<file path="config.mk">
export PLATFORM = sky130hd
export DESIGN_NAME = plt_table
export DESIGN_NICKNAME = d
export VERILOG_FILES = /design/src/rtl/plt_pkg.sv /design/src/rtl/plt_table.sv
export SDC_FILE = /design/constraint.sdc
export NUM_CORES = 2
export LEC_CHECK = 0
export ABC_CLOCK_PERIOD_IN_PS = 7700
export BUFFER_PORTS_ARGS = -buffer_cell sky130_fd_sc_hd__buf_4
export CAP_MARGIN = 15
export CORE_AREA = 2 2 450 630
export CTS_BUF_LIST = sky130_fd_sc_hd__clkbuf_4 sky130_fd_sc_hd__clkbuf_8 sky130_fd_sc_hd__clkbuf_16
export DETAILED_ROUTE_END_ITERATION = 12
export DIE_AREA = 0 0 452 632
export PLACE_DENSITY = 0.7
export REMOVE_ABC_BUFFERS = 1
export SLEW_MARGIN = 20
export SYNTH_ARGS = -nofsm -noshare
export SYNTH_HDL_FRONTEND = slang
export SYNTH_SLANG_ARGS = --single-unit
</file>
<file path="constraint.sdc">
create_clock -name clk -period 7.7 [get_ports clk]
set_input_delay 1.155 -clock clk [delete_from_list [all_inputs] [get_ports clk]]
set_output_delay 1.155 -clock clk [all_outputs]
set_load 0.005 [all_outputs]
</file>
<file path="src/rtl/plt_pkg.sv">
`timescale 1ns / 1ps

package plt_pkg;

  // Item opcodes carried in the mode field.
  localparam logic [1:0] MODE_APPEND = 2'd0;
  localparam logic [1:0] MODE_MAP    = 2'd1;
  localparam logic [1:0] MODE_CLEAR  = 2'd2;

  // Configuration register indexes.
  localparam logic CFG_CHUNK_START = 1'b0;
  localparam logic CFG_CHUNK_END   = 1'b1;

  localparam int TIME_W  = 48;
  localparam int KEY_W   = 32;
  localparam int ORIG_W  = 31;
  localparam int QUOT_W  = 32;
  localparam int DIVD_W  = 63;
  localparam int SCALE_W = 14;
  localparam int PROD_W  = ORIG_W + SCALE_W;

  // Centiseconds to microseconds.
  localparam logic [SCALE_W-1:0] US_PER_CS = 14'd10000;

  // One breakpoint of the table.
  typedef struct packed {
    logic signed [KEY_W-1:0] key;
    logic [ORIG_W-1:0]       orig;
  } entry_t;

endpackage

</file>
<file path="src/rtl/plt_table.sv">
`timescale 1ns / 1ps

module plt_table
  import plt_pkg::*;
#(
  parameter int DEPTH  = 64,
  parameter int ADDR_W = 6
) (
  input  logic              clk,
  input  logic              we,
  input  logic [ADDR_W-1:0] waddr,
  input  entry_t            wentry,
  input  logic [ADDR_W-1:0] raddr,
  output entry_t            rentry
);

  entry_t mem [DEPTH];
  entry_t rentry_r;

  // One write port and one read port with registered read data.
  always_ff @(posedge clk) begin
    if (we) begin
      mem[waddr] <= wentry;
    end
    rentry_r <= mem[raddr];
  end

  assign rentry = rentry_r;

endmodule

</file>
Word-level counts from Yosys, hierarchy flattened --
Memory sizes are Yosys's and may differ from the RTL's. A register that Yosys moved wholly into a read port is not among the register bits. Cells that the tools add are included.
Cells by class: mux-type cells 2
Operator list (number):
- $mux 1 | 2
Word-level totals: register bits 0, bits in writable memories 4032, output and inout bits 63, word-level logic and storage cells 3, memories 1
Memories:
- mem | words 64, bits a word 63, read ports 1, clocked after memory_dff 1, wr ports 1, RTL line plt_table.sv:17 | entry_t mem [DEPTH];

Longest topological paths before layout --
word-level depth 2, gate-level depth with buffers 10, gate-level depth less buffers 5

Worst setup path before layout --
OpenSTA, ideal clock, no wires.
kind input to register, from input waddr[3], to memory mem[48][0] in the netlist's numbering, enable pin, arrival time 5933 ps, required time 7139 ps, slack 1205 ps, stages 4, path buffers 1, cells stage by stage clkbuf_1 nor2b_1 nand4b_1 nor3_1
RTL lines:
- start, declared | RTL line plt_table.sv:11 | input logic [ADDR_W-1:0] waddr,
- end, declared | RTL line plt_table.sv:17
Straight into the memory's write port.

==> metrics.yaml <==
global_route:
  antenna_found_initial: 7
  grt_pass1_wl_um: 575000
  grt.overflow.total: 0
  track_usage_pct: 28.7
  grt_pass1_vias: 75800
  grt_max_degree: 137
route:
  post_drt_wl_per_cell_um: 37.6
  drt-vias-per-instance: 6.84
  ant_nets: 0
  drc: 0
  first_iter_violations: 10400
  vias: 74500
  dr.pass1.iters: 5
  routed_wl_um: 410000
die:
  core_area_mm2: 0.280
  io-pin-count: 140
  die-area_mm2: 0.286
  fp.dieH_um: 632
  start_util_pct: 54.8
  rows: 230
  fp.dieW_um: 452
clocking:
  post-cts-setup-buffers: 0
  clkTransAtPathRegs_ps: 60
  htreeDepth: 5
  cts_root_buffer: "clkbuf_16"
  clock-sinks: 4095
  cts_resized: 0
  cts_buffers: 369
  clk_path_buf_depth: 4
  clk_latency_ps: 920
  cts_tree: "yes"
  hold_buffers: 0
timing:
  setup_viol: 0
  final.setup_skew_ps: 34.6
  finalCriticalPeriod_ps: 4150
  slew_headroom_pct: 21.2
  setup_tns_ps: 0
  worst_pin_slew_ps: 1180
  hold_violations: 0
  setup_ws_ps: 3550
  rsz0062_at_grt: "false"
  slew_violations: 0
  fmax_mhz: 241
  post-route-period-util_pct: 53.9
placed_design:
  dpl_cell_area_mm2: 0.160
  globalplace.congestion: 0.796
  io_buffer_count: 139
  dp_cells: 10200
  dp_hpwl_um: 217000
  post-place-ws_ps: 2680
layout:
  drive_gt1_share_pct: 28.1
  nFillCells: 18400
  final_util_pct: 61.5
  areaGrowthSynthToFinish_pct: 12.3
  final_area_mm2: 0.172
  stdcell_count: 10900
  finalNetCount: 6952
setup_path:
  crit_path_end_kind: "register"
  crit_fanout: 76
  worst_setup_path_start_kind: "input pin"
  arrival_ps: 5000
  path_class: "input pin to register"
  crit_start: "raddr[2]"
  crit_required_ps: 8540
  reg2reg_from: "mem[45][14]"
  r2r_slack_ps: 5560
hold_path:
  hold_path.startpoint: "wentry[42]"
  hp-class: "input pin to register"
yosys:
  avgSynthCellArea_um2: 23.4
  synth_cell_types: 34
  synthXorXnorAreaFrac_pct: 0
  synth_compound_area_share_pct: 2.82
  synth-seq-cells: 4095
  synth_top_family_by_area: "multiplexers"
  yosysWarnings: 0
  syn_area_mm2: 0.153
  synth-simple-area-share_pct: 1.33
  yosysSeqAreaShare_pct: 79.8
  synth_fa_ha_area_share_pct: 0
  synth.mux.area_fraction_pct: 14.8
  netlist_instances: 6555
pwr:
  p_per_area_mw_per_mm2: 266
  p_leak_uw: 0.0533
  peakVddDrop_mv: 0.185
run_status:
  outcome: "finished, final reports clean"
run:
  drv_cap: 0
==> synthesized netlist by cell type, drive strengths merged <==
cell type  number  area share, %
edfxtp       4032             79
mux4          963             14
o22ai         299            1.2
buf           217           0.83
clkbuf        164           0.40
nor2          126           0.31
mux2i         104           0.68
a211oi        103           0.50
nor2b          87           0.36
dfxtp          63           0.82
o221ai         63           0.36
nor3           55           0.18
nor4           53           0.22
o22a           53           0.30
a22oi          50           0.24
nand3          27          0.088
nand2          23          0.056
a21oi          14          0.046
nand2b         12          0.049
a31oi          10          0.041
o211a          10          0.065
o21ai          10          0.033
or2             6          0.024
and2            3          0.012
nand3b          2         0.0098
nand4           2         0.0082
or3             2         0.0082
nand4b          1         0.0057
or3b            1         0.0057
==> critical path: stages <==
cell	delay (ps)
buf_8	420
buf_12	440
or3_4	390
buf_4	840
o22ai_1	240
nor4_1	880
o22a_1	240
==> cells by family after synthesis <==
kind of cell,count (synthesis)
compound gates,612
buf+inv,381
flops,4095
mux,1067
simple gates,400
==> path summary, 6_finish.rpt <==
check,to,depth (start not counted)
max reg2reg,rentry[14],5
min,mem[18][42],1
max,rentry[24],7
min reg2reg,rentry[57],5
==> registers in the layout, summed over array words and instances (netlist names) <==
| name | count |
|---|---|
| mem | 4032 |
| rentry | 63 |
==> stage by stage <==
step           hold slack, ps  total power [uW]
6_report                  754             45700
5_1_grt                   753             46800
4_1_cts                   710             45900
3_5_place_dp              756             27300
3_3_place_gp              741             27300
2_1_floorplan             687             26100
==> final cells by class <==
cell class	instances	area [um2]	share of cell area [%]
tap	3712	4640	2.70
clock inverter	189	2090	1.21
sequential	4095	122000	71.1
multi-input combinational	2079	29700	17.2
timing repair buffer	330	2920	1.70
clock buffer	487	10400	6.06
antenna	7	17.5	0.0102
==> power by group <==
part | internal, uW | total [uW] | leakage [uW] | switching [uW]
logic | 766 | 2040 | 0.0103 | 1270
registers | 24700 | 24800 | 0.0368 | 111
clock network | 10900 | 18900 | 0.00623 | 8050
total | 36300 | 45700 | 0.0533 | 9440
==> cells in the final DEF, fill, tap and decap left out, drive strengths merged, types with 3 or more instances in the layout <==
cell type,synthesis,layout
a31oi,10,10
inv,0,12
a21oi,14,14
o22a,53,53
nor2,126,126
mux2i,104,104
nor3,55,55
and2,3,3
nand3,27,27
o21ai,10,10
clkinv,0,125
buf,217,330
clkinvlp,0,14
nand2b,12,12
edfxtp,4032,4032
nor2b,87,87
o22ai,299,299
diode,0,7
clkbuf,164,487
dfxtp,63,63
or2,6,6
a211oi,103,103
bufinv,0,38
o211a,10,10
o221ai,63,63
a22oi,50,50
nand2,23,23
nor4,53,53
mux4,963,963
==> per-layer routing <==
layer / vias to the layer above / track usage (%) / wire length (um)
li1: 28900 / - / -
met1: 39800 / 37.2 / 140000
met2: 4836 / 48.5 / 209000
met3: 948 / 5.27 / 42800
met4: 4 / 11.8 / 18900
met5: - / 0 / 27
No activity file was read; power rests on OpenSTA's default activity.
