### src/rtl/plt_pkg.sv
`timescale 1ns / 1ps

package plt_pkg;

  // Item opcodes carried in the mode field.
  localparam logic [1:0] MODE_APPEND = 2'd0;
  localparam logic [1:0] MODE_MAP    = 2'd1;
  localparam logic [1:0] MODE_CLEAR  = 2'd2;

  // Configuration register indexes.
  localparam logic CFG_CHUNK_START = 1'b0;
  localparam logic CFG_CHUNK_END   = 1'b1;

  localparam int TIME_W  = 48;
  localparam int KEY_W   = 32;
  localparam int ORIG_W  = 31;
  localparam int QUOT_W  = 32;
  localparam int DIVD_W  = 63;
  localparam int SCALE_W = 14;
  localparam int PROD_W  = ORIG_W + SCALE_W;

  // Centiseconds to microseconds.
  localparam logic [SCALE_W-1:0] US_PER_CS = 14'd10000;

  // One breakpoint of the table.
  typedef struct packed {
    logic signed [KEY_W-1:0] key;
    logic [ORIG_W-1:0]       orig;
  } entry_t;

endpackage

### src/rtl/plt_div.sv
`timescale 1ns / 1ps

module plt_div
  import plt_pkg::*;
(
  input  logic              clk,
  input  logic              rst_n,
  input  logic              start,
  input  logic [DIVD_W-1:0] dividend,
  input  logic [QUOT_W-1:0] divisor,
  output logic              done,
  output logic [QUOT_W-1:0] quotient
);

  // Restoring division, one quotient bit a cycle. The caller guarantees
  // that the quotient fits in QUOT_W bits, so the upper dividend bits
  // start out below the divisor.
  logic [2*QUOT_W-1:0] acc_r, acc_nxt;
  logic [QUOT_W-1:0]   dvs_r;
  logic [4:0]          cnt_r;
  logic                busy_r;
  logic                done_r;
  logic [2*QUOT_W:0]   shifted;
  logic [QUOT_W:0]     trial;
  logic                fits;

  always_comb begin
    shifted = {acc_r, 1'b0};
    fits    = shifted[2*QUOT_W:QUOT_W] >= {1'b0, dvs_r};
    trial   = fits ? (shifted[2*QUOT_W:QUOT_W] - {1'b0, dvs_r})
                   : shifted[2*QUOT_W:QUOT_W];
    acc_nxt = {trial[QUOT_W-1:0], shifted[QUOT_W-1:1], fits};
  end

  always_ff @(posedge clk) begin
    if (!rst_n) begin
      busy_r <= 1'b0;
      done_r <= 1'b0;
      cnt_r  <= '0;
    end else begin
      done_r <= 1'b0;
      if (start) begin
        busy_r <= 1'b1;
        cnt_r  <= 5'd31;
        acc_r  <= {1'b0, dividend};
        dvs_r  <= divisor;
      end else if (busy_r) begin
        acc_r <= acc_nxt;
        cnt_r <= cnt_r - 5'd1;
        if (cnt_r == 5'd0) begin
          busy_r <= 1'b0;
          done_r <= 1'b1;
        end
      end
    end
  end

  assign done     = done_r;
  assign quotient = acc_r[QUOT_W-1:0];

endmodule

### config.mk
export PLATFORM = sky130hd
export DESIGN_NAME = plt_div
export DESIGN_NICKNAME = d
export VERILOG_FILES = /design/src/rtl/plt_pkg.sv /design/src/rtl/plt_div.sv
export SDC_FILE = /design/constraint.sdc
export NUM_CORES = 1
export LEC_CHECK = 0
export BUFFER_PORTS_ARGS = -buffer_cell sky130_fd_sc_hd__buf_2
export CORE_AREA = 8 8 117 119
export CTS_CLUSTER_DIAMETER = 150
export DETAILED_ROUTE_END_ITERATION = 12
export DIE_AREA = 0 0 125 127
export GPL_TIMING_DRIVEN = 0
export PLACE_DENSITY = 0.78
export REMOVE_ABC_BUFFERS = 1
export SLEW_MARGIN = 30
export SYNTH_ARGS = -nofsm -noshare
export SYNTH_HDL_FRONTEND = slang
export SYNTH_SLANG_ARGS = --single-unit
### constraint.sdc
create_clock -name clk -period 4.1 [get_ports clk]
set_clock_uncertainty 0.2 [all_clocks]
set_input_delay 0.41 -clock clk [delete_from_list [all_inputs] [get_ports clk]]
set_output_delay 0.41 -clock clk [all_outputs]
set_load 0.02 [all_outputs]
== Yosys cells after proc, flatten, opt, wreduce, memory -nomap -nowiden ==
Cells that the tools add are included.

* Input bits: 98
* ROM bits: 0
* Bits in writable memories: 0
* Logic and storage cells: 25
* Latch bits: 0
* Bits in registers: 103
* Memories kept: 0

* Bitwise logic cells: 2
* Div/mod/pow operators: 0
* Reductions and logical operators: 5
* Add/sub/neg operators: 2
* Multiplexer cells: 9
* Shift-type cells: 0
* Multiply operators: 0
* Eq/ne operators: 0
* $lt $le $gt $ge: 1

{| class="wikitable"
|+ Operators with widths
! kind !! number
|-
| $mux 64 || 1
|-
| $mux 63 || 1
|-
| $ge 33x32->1 || 1
|-
| $mux 32 || 1
|-
| $sub 32x32->32 || 1
|-
| $mux 5 || 2
|-
| $logic_not 5->1 || 1
|-
| $sub 5x1->5 const B || 1
|-
| $mux 1 || 4
|-
| $reduce_and 2->1 || 2
|-
| $reduce_or 3->1 || 1
|-
| $not 1->1 || 2
|-
| $reduce_bool 2->1 || 1
|}

== Depth between registers and ports, before layout ==
Gate-level depths: netlist of the first run.

* Depth in word-level cells: 4
* Mapped depth: 13
* Gate-level depth less buffers: 13

== Worst setup path before layout of the first run ==
OpenSTA, ideal clock, no wires.

* Kind: flip-flop to flip-flop
* Start: register acc_r[31]
* End: register acc_r[60], data pin
* Period minus slack after synthesis: 3489 ps
* Path buffers: 0
* Library setup time: 167 ps
* Slack: 611 ps
* Cell stages (with the launch flop): 14
* Arrival: 3121 ps
* Path through: edfxtp_1 > inv_1 > ha_1 > inv_1 > fa_1 > a21o_1 > a221oi_2 > o21ba_2 > o21ai_1 > a221o_1 > a311o_1 > a21oi_2 > mux2_2 > a221oi_2

* Word-level cells in the longest chain between the ends: 4
* Elaborated cells between the ends (all ways): 5
* Classes of those cells: 1 x add/sub; 1 x order compare; 3 x mux

{| class="wikitable"
|+ RTL lines
! element !! line !! source
|-
| start: declaration || plt_div.sv:18 || <nowiki>logic [2*QUOT_W-1:0] acc_r, acc_nxt;</nowiki>
|-
| start signal: assignment || plt_div.sv:45 || <nowiki>acc_r <= {1'b0, dividend};</nowiki>
|-
| start signal: assignment || plt_div.sv:48 || <nowiki>acc_r <= acc_nxt;</nowiki>
|-
| $sub 32x32->32 or $ge 33x32->1 (tied branches) || plt_div.sv:30, plt_div.sv:29 ||
|-
| $mux 32 (*) || plt_div.sv:30 || <nowiki>trial = fits ? (shifted[2*QUOT_W:QUOT_W] - {1'b0, dvs_r})</nowiki>
|-
| $mux 64 (*) || plt_div.sv:47 || <nowiki>end else if (busy_r) begin</nowiki>
|-
| $mux 63 (*) || plt_div.sv:42 || <nowiki>if (start) begin</nowiki>
|}

Every way passes the cells marked *; elsewhere a longest branch is shown, timed or not. The select of a mux whose other input is x is not followed.
A chain may end at the register's enable or synchronous reset.

== Final worst setup path of the first run ==
Ends and elaborated chain as after synthesis.

==> results of run 1 <==
-- cell type report --
| cell class | count | area, um^2 | share of cell area |
|---|---|---|---|
| Sequential cell | 103 | 3020 | 0.414 |
| Multi-Input combinational cell | 381 | 2890 | 0.395 |
| Timing Repair Buffer | 134 | 748 | 0.102 |
| Clock buffer | 11 | 243 | 0.0332 |
| Tap cell | 147 | 184 | 0.0252 |
| Inverter | 43 | 161 | 0.0221 |
| Clock inverter | 5 | 61.3 | 0.00839 |
-- cells in the mapped netlist, drive strengths merged, types with 4 or more instances --
cell,count
a211oi,5
a21o,24
a21oi,35
a31oi,5
and3,5
buf,40
clkbuf,18
dfxtp,7
edfxtp,96
ha,34
inv,43
mux2,52
mux2i,6
nand2,46
nand2b,4
nand3,8
nand4,5
nor2,21
nor2b,6
nor3,8
o21a,7
o21ai,35
o21bai,4
xnor2,15
xor2,16
-- cells in the final DEF, fill, tap and decap left out, types with 2 or more instances in the layout --
master,n
a21oi_1,34
o21ai_1,7
clkbuf_16,9
nand2_1,46
xnor2_1,15
a31oi_1,4
o31a_1,2
a311oi_1,2
nor2_1,21
a221oi_2,2
edfxtp_1,96
o211ai_1,2
nor2b_1,6
mux2_2,52
a21o_1,24
mux2i_1,6
nor4b_1,2
inv_6,3
buf_2,129
nand3_1,8
nand4_1,5
o21ai_0,27
xor2_1,16
buf_16,2
o21bai_1,4
nor4_1,2
a211oi_1,5
o21a_1,6
nor3b_1,3
ha_1,34
nor3_1,8
and3_1,5
a21bo_2,3
buf_12,2
inv_1,42
dfxtp_1,7
nand2b_1,4
-- worst max-delay path: cells and delay by family, from the launching register on --
kind	cells	cell delay [ns]
adders and majority gates	2	0.56
DFF	1	0.40
AOI/OAI and AO/OA	8	2.00
muxes	1	0.35
buffers and inverters	2	0.14
-- final timing paths --
kind,from,cells past startpoint,to
max,acc_r[31]$_DFFE_PP_,13,acc_r[60]$_DFFE_PP_
min,divisor[10],1,dvs_r[10]$_DFFE_PP_
max reg2reg,acc_r[31]$_DFFE_PP_,13,acc_r[60]$_DFFE_PP_
min reg2reg,acc_r[26]$_DFFE_PP_,1,acc_r[27]$_DFFE_PP_
-- power by group through the flow --
stage	clock (uW)	combinational, uW	sequential [uW]
finish	882	876	1310
global route	942	982	1320
CTS	907	875	1310
detailed placement	0	869	1330
global placement	0	813	1330
floorplan	0	602	1350
-- cell families (layout without fill, tap and decap cells) --
kind of cell,count (synthesis),count (layout)
XOR/XNOR,31,31
buffers and inverters,101,193
AND/OR/NAND/NOR,118,118
flip-flops,103,103
AO/OA/AOI/OAI,139,139
adder cells (fa/ha/maj),35,35
multiplexers,58,58
-- stage by stage --
step / cells / power, uW / worst slack, ns / instance area [um^2] / TNS (ns)
after floorplan: 527 / 1950 / 0.448 / 6050 / 0
after global placement: 804 / 2150 / -0.586 / 6890 / -37.71
after detailed placement: 808 / 2200 / 0.249 / 6990 / 0
after CTS: 824 / 3090 / 0.207 / 7300 / 0
after global routing: 824 / 3250 / 0.0492 / 7310 / 0
final: 824 / 3070 / 0.262 / 7310 / 0
-- flip-flops by register name, summed over array words and instances, names as in the netlist --
name / flops
acc_r: 64
dvs_r: 32
cnt_r: 5
busy_r: 1
done: 1
-- timing repair --
action | CTS | global route
resized for setup | 0 | 1
hold buffers | 0 | 0
setup endpoints to repair | 0 | 1
-- metal layers --
metal  vias to the layer above  routed length [um]
met5                         -                  41
met4                         6                 174
met3                        23                 814
met2                       105                6750
met1                      2129                5710
li1                       2270                   -
==> results.toml, run 1 <==
[run_status]
status = "finished clean"

[cells_and_area]
nFillCells = 968
antenna_cells = 0
final_util = 0.619
syn2layout_area_growth_pct = 14.2
nets = 805
final_layout_size_suffix_gt1_frac = 0.318

[worst_setup_path]
crit_top_cell = "inv_1"
reg2reg_slack_ns = 0.26
cp-end-kind = "flop"
critPathRequiredTime_ns = 4.09
timing.critical_path.slowest_cell_delay_ns = 0.40
worstPathMaxFanout = 4
cpMaxStageDelayCell = "edfxtp_1"
cp.arrival_ns = 3.83
start_kind = "flop"
critical_path_class = "reg2reg"
path_cells = "inv_1 > ha_1 > inv_1 > fa_1 > a21o_1 > a221oi_4 > o21ba_2 > o21ai_1 > a221o_1 > a311o_1 > a21oi_2 > mux2_2 > a221oi_2"

[clock_network]
post_cts_buffers = 0
clockBufferDepth = 2
clkTransAtPathRegs_ns = 0.07
cts_tree = "built"
cts_made_buffers = 9
ctsRootBufferMaster = "clkbuf_16"
cts_sinks = 103
htreeDepth = 3
clkLatencyLatePin_ns = 0.36

[yosys]
synth_top_area_cell = "edfxtp_1"
synth_cell_types = 60
synth_ff_type = "edfxtp_1"
synth.mux.area_fraction = 0.101
netlist_area_mm2 = 0.00640
syn_area_per_cell_um2 = 10.9
synthCells = 585
synth_area_leaders = "edfxtp_1 45%, mux2_2 9.1%, ha_1 6.6%"
synth_fa_ha_area_frac = 0.0696
ys_ff_latch = 103
yosys.area.top_type_share = 0.450
synth_edf_count = 96
ys_seq_area_frac = 0.472
synthXorXnorAreaFrac = 0.0424
synth_warnings = 0
synth_top_family_by_area = "compound AO/OA/AOI/OAI gates"
postSynth.asyncResetShare = 0
synth_compound_area_frac = 0.147
synthSimpleGateAreaFrac = 0.0889

[power_and_ir_drop]
p_leak_uw = 0.00313
switchingPower_uw = 904
clock_power_share = 0.287
irDropWorstVdd_v = 0.000304
p_per_area_mw_per_mm2 = 420
p_int_uw = 2170
p_seq_frac = 0.427
sw_frac_of_total = 0.294
pwr-share-comb = 0.286

[routing]
drt-wirelength-per-cell_um = 16.4
drc = 0
via_count = 4533
drt_wl_total_um = 13500
initialDrtViolationCount = 214
dr.pass1.iters = 4
antenna_left = 0
viasPerCell = 5.50

[place]
finalWeightedCongestion = 0.904
numPortBuffers = 130
dp_hpwl_um = 10300

[floorplan]
die_y_um = 127
die-area_mm2 = 0.0159
start_util = 0.542
fp.coreArea_mm2 = 0.0118
io_pins = 131
num_rows = 40
fp.dieW_um = 125

[grt]
grt_pass1_vias = 4874
grt_max_degree = 49
globalRouteMet2Util = 0.310
grt_pass1_wl_um = 22800
grt_util_met3 = 0.0686
overflow = 0
antenna_found_initial = 3
grt.total_usage = 0.175
grt.busiest_layer = "met2"
met1_usage = 0.191

[timing]
rsz0062_at_grt = "no"
tightestPinTransition_ns = 0.717
period_share = 0.936
hold_viol = 0
slew_headroom = 0.521
layout_min_cycle_time_ns = 3.84
setup_viol = 0
hold_ws_ns = 0.0225
fmaxAchievable_mhz = 261
report.final.slew_viol_count = 0

[min_path]
min_path_type = "in2reg"

[flow_run]
maxCapViolCount = 0
Note: power is estimated with default switching activity, not from simulation.
==> run 2: changes to the inputs <==
Settings changed: CTS_BUF_LIST set to sky130_fd_sc_hd__clkbuf_4 sky130_fd_sc_hd__clkbuf_8.
==> run 2 against run 1 <==
  * Final cell count increased by 3.9%
  * Count of clock-buffer cells in the layout stayed put
  * Critical path type unchanged
  * Wire length up 1.3%
  * Combinational power grew 2.7%
==> results.toml, run 2 (synthesis gave the netlist of run 1 again) <==
[run_status]
status = "finished clean"

[cells_and_area]
syn2layout_area_growth_pct = 17.7
nFillCells = 935
top_register = "acc_r"
top_regs = "acc_r x64, dvs_r x32, cnt_r x5"
final_util = 0.638
largest_reg_flops = 64
mostFrequentLayoutCell = "buf_2"
nets = 837
final_layout_size_suffix_gt1_frac = 0.305
regArea_mm2 = 0.00302
antenna_cells = 0
multi_input_area_mm2 = 0.00289
layout_common_cells = "129 x buf_2, 96 x edfxtp_1, 52 x mux2_2"

[grt]
antenna_found_initial = 1
overflow = 0
grt_pass1_wl_um = 23300
grt.total_usage = 0.178
grt_pass1_vias = 4987
grt_max_degree = 49

[clock_network]
cts_tree = "built"
cts_made_buffers = 9
clockBufferDepth = 2
ctsRootBufferMaster = "clkbuf_8"
cts_sinks = 103
clkLatencyLatePin_ns = 0.39
htreeDepth = 3
post_cts_buffers = 0
clkTransAtPathRegs_ns = 0.10

[power_and_ir_drop]
p_leak_uw = 0.00322
finalPower_uw = 2880
irDropWorstVdd_v = 0.000348
p_per_area_mw_per_mm2 = 383

[worst_setup_path]
critPathRequiredTime_ns = 4.12
path_cells = "inv_1 > ha_1 > inv_1 > fa_1 > a21o_1 > a221oi_4 > o21ba_2 > o21ai_1 > a221o_1 > a311o_1 > a21oi_2 > mux2_2 > a221oi_2"
crit_cells = 13
worstPathMaxFanout = 4
critical_path_class = "reg2reg"
r2r-end = "acc_r[60]$_DFFE_PP_"
startpoint = "acc_r[31]$_DFFE_PP_"
cp-end-kind = "flop"
reg2reg_from = "acc_r[31]$_DFFE_PP_"
cp_top_family = "compound AO/OA/AOI/OAI gates"
critPathBufInv = 2
cp.arrival_ns = 3.87
timing.critical_path.slowest_cell_delay_ns = 0.41
cpMaxStageDelayCell = "edfxtp_1"
start_kind = "flop"
reg2reg_slack_ns = 0.25
crit_top_cell = "inv_1"
cp-endpoint = "acc_r[60]$_DFFE_PP_"
rr_worst_depth = 13

[floorplan]
io_pins = 131
die_y_um = 127
fp.coreArea_mm2 = 0.0118
num_rows = 40
start_util = 0.542
fp.dieW_um = 125
die-area_mm2 = 0.0159

[timing]
tightestPinTransition_ns = 0.715
slew_headroom = 0.523
period_share = 0.939
setup_viol = 0
hold_viol = 0
layout_min_cycle_time_ns = 3.85
fmaxAchievable_mhz = 260
report.final.slew_viol_count = 0
rsz0062_at_grt = "no"

[routing]
viasPerCell = 5.38
via_count = 4608
dr.pass1.iters = 4
drt-wirelength-per-cell_um = 16.0
initialDrtViolationCount = 215
antenna_left = 0
drt_wl_total_um = 13700
drc = 0

[place]
numPortBuffers = 130
finalWeightedCongestion = 0.904
dp_hpwl_um = 10300

[flow_run]
maxCapViolCount = 0

[min_path]
min_path_type = "in2reg"
## run 2: cell types whose count changed in the layout (fill, tap and decap cells not counted), sizes merged
cell / delta
dlygate4sd3: +32
## run 2: power by group
group	internal (uW)	total (uW)	switching (uW)
sequential	1270	1310	43.9
clock	311	672	361
combinational	422	900	478
total	2000	2880	883
## run 2: per-stage QoR
| stage | instance area [um^2] | hold slack [ns] | instances | setup WS (ns) | TNS, ns |
|---|---|---|---|---|---|
| floorplan | 6050 | 0.309 | 527 | 0.448 | 0 |
| detailed placement | 6990 | 0.361 | 808 | 0.249 | 0 |
| global route | 7530 | 0.0889 | 856 | 0.0338 | 0 |
| global placement | 6890 | 0.354 | 804 | -0.586 | -37.71 |
| finish | 7530 | 0.101 | 856 | 0.251 | 0 |
| CTS | 7520 | 0.0796 | 856 | 0.197 | 0 |
## run 2: worst reg2reg max path: stages (launching register included)
cell	delay [ns]
edfxtp_1	0.41
inv_1	0.09
ha_1	0.16
inv_1	0.05
fa_1	0.40
a21o_1	0.24
a221oi_4	0.29
o21ba_2	0.25
o21ai_1	0.10
a221o_1	0.40
a311o_1	0.40
a21oi_2	0.16
mux2_2	0.35
a221oi_2	0.16
## run 2: how the worst min path moves through the flow
stage / startpoint / endpoint / slack [ns] / cells past startpoint
floorplan: divisor[0] / dvs_r[0]$_DFFE_PP_ / 0.31 / 0
global placement: acc_r[27]$_DFFE_PP_ / acc_r[28]$_DFFE_PP_ / 0.35 / 1
detailed placement: acc_r[14]$_DFFE_PP_ / acc_r[15]$_DFFE_PP_ / 0.36 / 1
CTS: dividend[51] / acc_r[51]$_DFFE_PP_ / 0.08 / 3
global route: dividend[29] / acc_r[29]$_DFFE_PP_ / 0.09 / 2
finish: dividend[51] / acc_r[51]$_DFFE_PP_ / 0.10 / 3
## run 2: layout make-up
class,instances,share of cell area
clock buffers,11,0.0193
multi-input cells,381,0.384
repair buffers,166,0.142
well taps,147,0.0244
inverters,43,0.0214
flip-flops and latches,103,0.401
clock inverters,5,0.00814
## run 2: what timing repair did
action	4_1_cts	5_1_grt
hold endpoints to repair	32	0
hold buffers	32	0
gates resized for setup	0	1
endpoints found under the setup margin	0	2
## run 2: metal layers
metal  global-route usage  share of wire  vias to the layer above
met5                    0        0.00095                        -
met4               0.0415          0.011                        2
met3               0.0632          0.058                       16
met2                0.314           0.50                      106
met1                0.202           0.43                     2154
li1                     -              -                     2330
==> run 3: changes to the inputs <==
Settings changed: ABC_AREA set to 1, CORE_AREA 8 8 117 119 to 8 8 126 128, DIE_AREA 0 0 125 127 to 0 0 134 136, PLACE_DENSITY 0.78 to 0.76.
==> run 3 against run 2 <==
  * Final cell count rose by 54%
  * Largest cell class is now multi-input combinational cells
  * Design area rose by 13%
  * Core utilization fell by 2.9 points
  * Total power rose by 0.66%
  * Register-to-register slack improved by 0.61 ns
  * Worst setup slack improved by 0.61 ns
  * Critical path depth did not move
  * Critical path type unchanged
  * Die area rose by 15%
  * Maximum frequency rose by 19%
  * First-iteration DRC count rose by 56%
  * Count of clock-buffer cells in the layout fell by 1
  * Via count rose by 38%
==> results.toml, run 3 <==
[flow_run]
maxCapViolCount = 0

[yosys]
synthCells = 1005
synth_area_leaders = "edfxtp_1 39%, nand2_1 20%, inv_1 7.7%"
netlist_area_mm2 = 0.00741
yosys.area.top_type_share = 0.389
synth_cell_types = 35
syn_area_per_cell_um2 = 7.38
ys_seq_area_frac = 0.408
synth_warnings = 0
synth_ff_type = "edfxtp_1"
synth_most_common_cell = "nand2_1"
synth_commonest_cells = "403 x nand2_1, 152 x inv_1, 96 x edfxtp_1"
ys_ff_latch = 103
synth_edf_count = 96
synth_top_area_cell = "edfxtp_1"
postSynth.asyncResetShare = 0

[timing]
report.final.slew_viol_count = 0
setup_viol = 0
layout_min_cycle_time_ns = 3.24
hold_ws_ns = 0.0542
fmaxAchievable_mhz = 309
rsz0062_at_grt = "no"
slew_headroom = 0.489
period_share = 0.789
setup_ws_ns = 0.864
hold_viol = 0
tightestPinTransition_ns = 0.766

[routing]
antenna_left = 0
drc = 0
drt-wirelength-per-cell_um = 13.6
viasPerCell = 4.83
dr.pass1.iters = 5
via_count = 6355
drt_wl_total_um = 17900
initialDrtViolationCount = 336

[min_path]
min_to = "cnt_r[2]$_SDFFE_PN0N_"
hp-start = "rst_n"
holdPathStages = 3
min_path_type = "in2reg"

[cells_and_area]
top_regs = "acc_r x64, dvs_r x32, cnt_r x5"
layout_common_cells = "403 x nand2_1, 151 x inv_1, 129 x buf_2"
nets = 1261
antenna_cells = 0
largest_reg_flops = 64
final_util = 0.609
syn2layout_area_growth_pct = 15.2
mostFrequentLayoutCell = "nand2_1"
final_layout_size_suffix_gt1_frac = 0.182
top_register = "acc_r"

[clock_network]
clkTransAtPathRegs_ns = 0.11
htreeDepth = 3
cts_sinks = 103
cts_made_buffers = 9
clockBufferDepth = 2
cts_tree = "built"
ctsRootBufferMaster = "clkbuf_8"
clkLatencyLatePin_ns = 0.40

[grt]
grt_pass1_vias = 6545
grt.total_usage = 0.207
grt_pass1_wl_um = 30700
grt_max_degree = 70
antenna_found_initial = 0
overflow = 0

[floorplan]
start_util = 0.528
num_rows = 44
die-area_mm2 = 0.0182
die_y_um = 136
io_pins = 131
fp.dieW_um = 134
fp.coreArea_mm2 = 0.0140

[worst_setup_path]
start_kind = "flop"
critPathRequiredTime_ns = 4.06
r2r-end = "acc_r[63]$_SDFFCE_PP0P_"
worstPathMaxFanout = 33
reg2reg_slack_ns = 0.86
rr_worst_depth = 13
reg2reg_from = "acc_r[52]$_DFFE_PP_"
cp.arrival_ns = 3.20
critical_path_class = "reg2reg"
cp-end-kind = "flop"

[place]
finalWeightedCongestion = 0.876
dp_hpwl_um = 13500
preCtsSetupSlack_ns = 0.725
numPortBuffers = 130

[power_and_ir_drop]
irDropWorstVdd_v = 0.000235
p_leak_uw = 0.00446
p_per_area_mw_per_mm2 = 340

[run_status]
status = "finished clean"
==> run 3: cell types whose count changed after synthesis, sizes merged, moves of 34 or more <==
cell / before / now
nand2: 46 / 440
inv: 43 / 160
nor2: 21 / 55
nand3b: 1 / 38
mux2: 52 / 0
nand3: 8 / 52
==> run 3: worst max-delay path by stage <==
| stage | from | end |
|---|---|---|
| finish | acc_r[52]$_DFFE_PP_ | acc_r[63]$_SDFFCE_PP0P_ |
| global route | acc_r[44]$_DFFE_PP_ | acc_r[63]$_SDFFCE_PP0P_ |
| CTS | acc_r[48]$_DFFE_PP_ | acc_r[63]$_SDFFCE_PP0P_ |
| detailed placement | start | acc_r[52]$_DFFE_PP_ |
| global placement | start | busy_r$_SDFF_PN0_ |
| floorplan | start | busy_r$_SDFF_PN0_ |
==> run 3: layout make-up <==
cell class | instances | area [um^2]
clock buffer | 10 | 131
tap | 184 | 230
inverter | 163 | 617
timing repair buffer | 167 | 1090
fill | 1324 | 5490
clock inverter | 6 | 51.3
sequential | 103 | 3020
multi-input combinational | 684 | 3410
==> run 3: cell families (layout without fill, tap and decap cells) <==
family                     after synthesis  count (layout)  share of synthesized area
AOI/OAI and AO/OA                       38              38                     0.0277
xor gates and xnor gates                15              15                     0.0177
adders and majority gates               35              35                     0.0601
buffers and inverters                  218             346                      0.134
DFF                                    103             103                      0.408
and+or+nand+nor                        596             596                      0.352
==> run 3: critical path, stage by stage (launching register included) <==
cell      delay, ns
edfxtp_1       0.42
ha_1           0.37
nand2_1        0.14
nor2_1         0.10
nand2_2        0.09
nor2_2         0.06
nand2_1        0.06
nand2_1        0.07
nor3_4         0.47
buf_8          0.23
buf_8          0.16
nand2_4        0.31
o21ai_2        0.26
nor2_2         0.04
==> run 3: what timing repair did <==
action | in CTS | in global routing
resized for setup | 0 | 0
endpoints found under the hold margin | 32 | 0
hold buffers | 32 | 0
buffers inserted | 0 | 0
==> run 3: where the power goes <==
group          total, uW  internal (uW)  switching (uW)
registers           1290           1260            38.0
clock network        636            238             397
logic                973            374             599
==> run 3: metrics by stage <==
stage / cell area [um^2] / power (uW) / cells / TNS (ns)
6_report: 8540 / 2900 / 1317 / 0
5_1_grt: 8540 / 3090 / 1317 / 0
4_1_cts: 8540 / 2920 / 1317 / 0
3_5_place_dp: 8040 / 2260 / 1269 / 0
3_3_place_gp: 7910 / 2230 / 1264 / -384.92
2_1_floorplan: 7030 / 1990 / 950 / -100.05
==> run 3: metal layers <==
layer,vias to the layer above,track usage,part of all wire
met3,14,0.0525,0.062
met2,166,0.350,0.47
met5,-,0,0
li1,3340,-,-
met4,0,0.0480,0.010
met1,2835,0.261,0.46
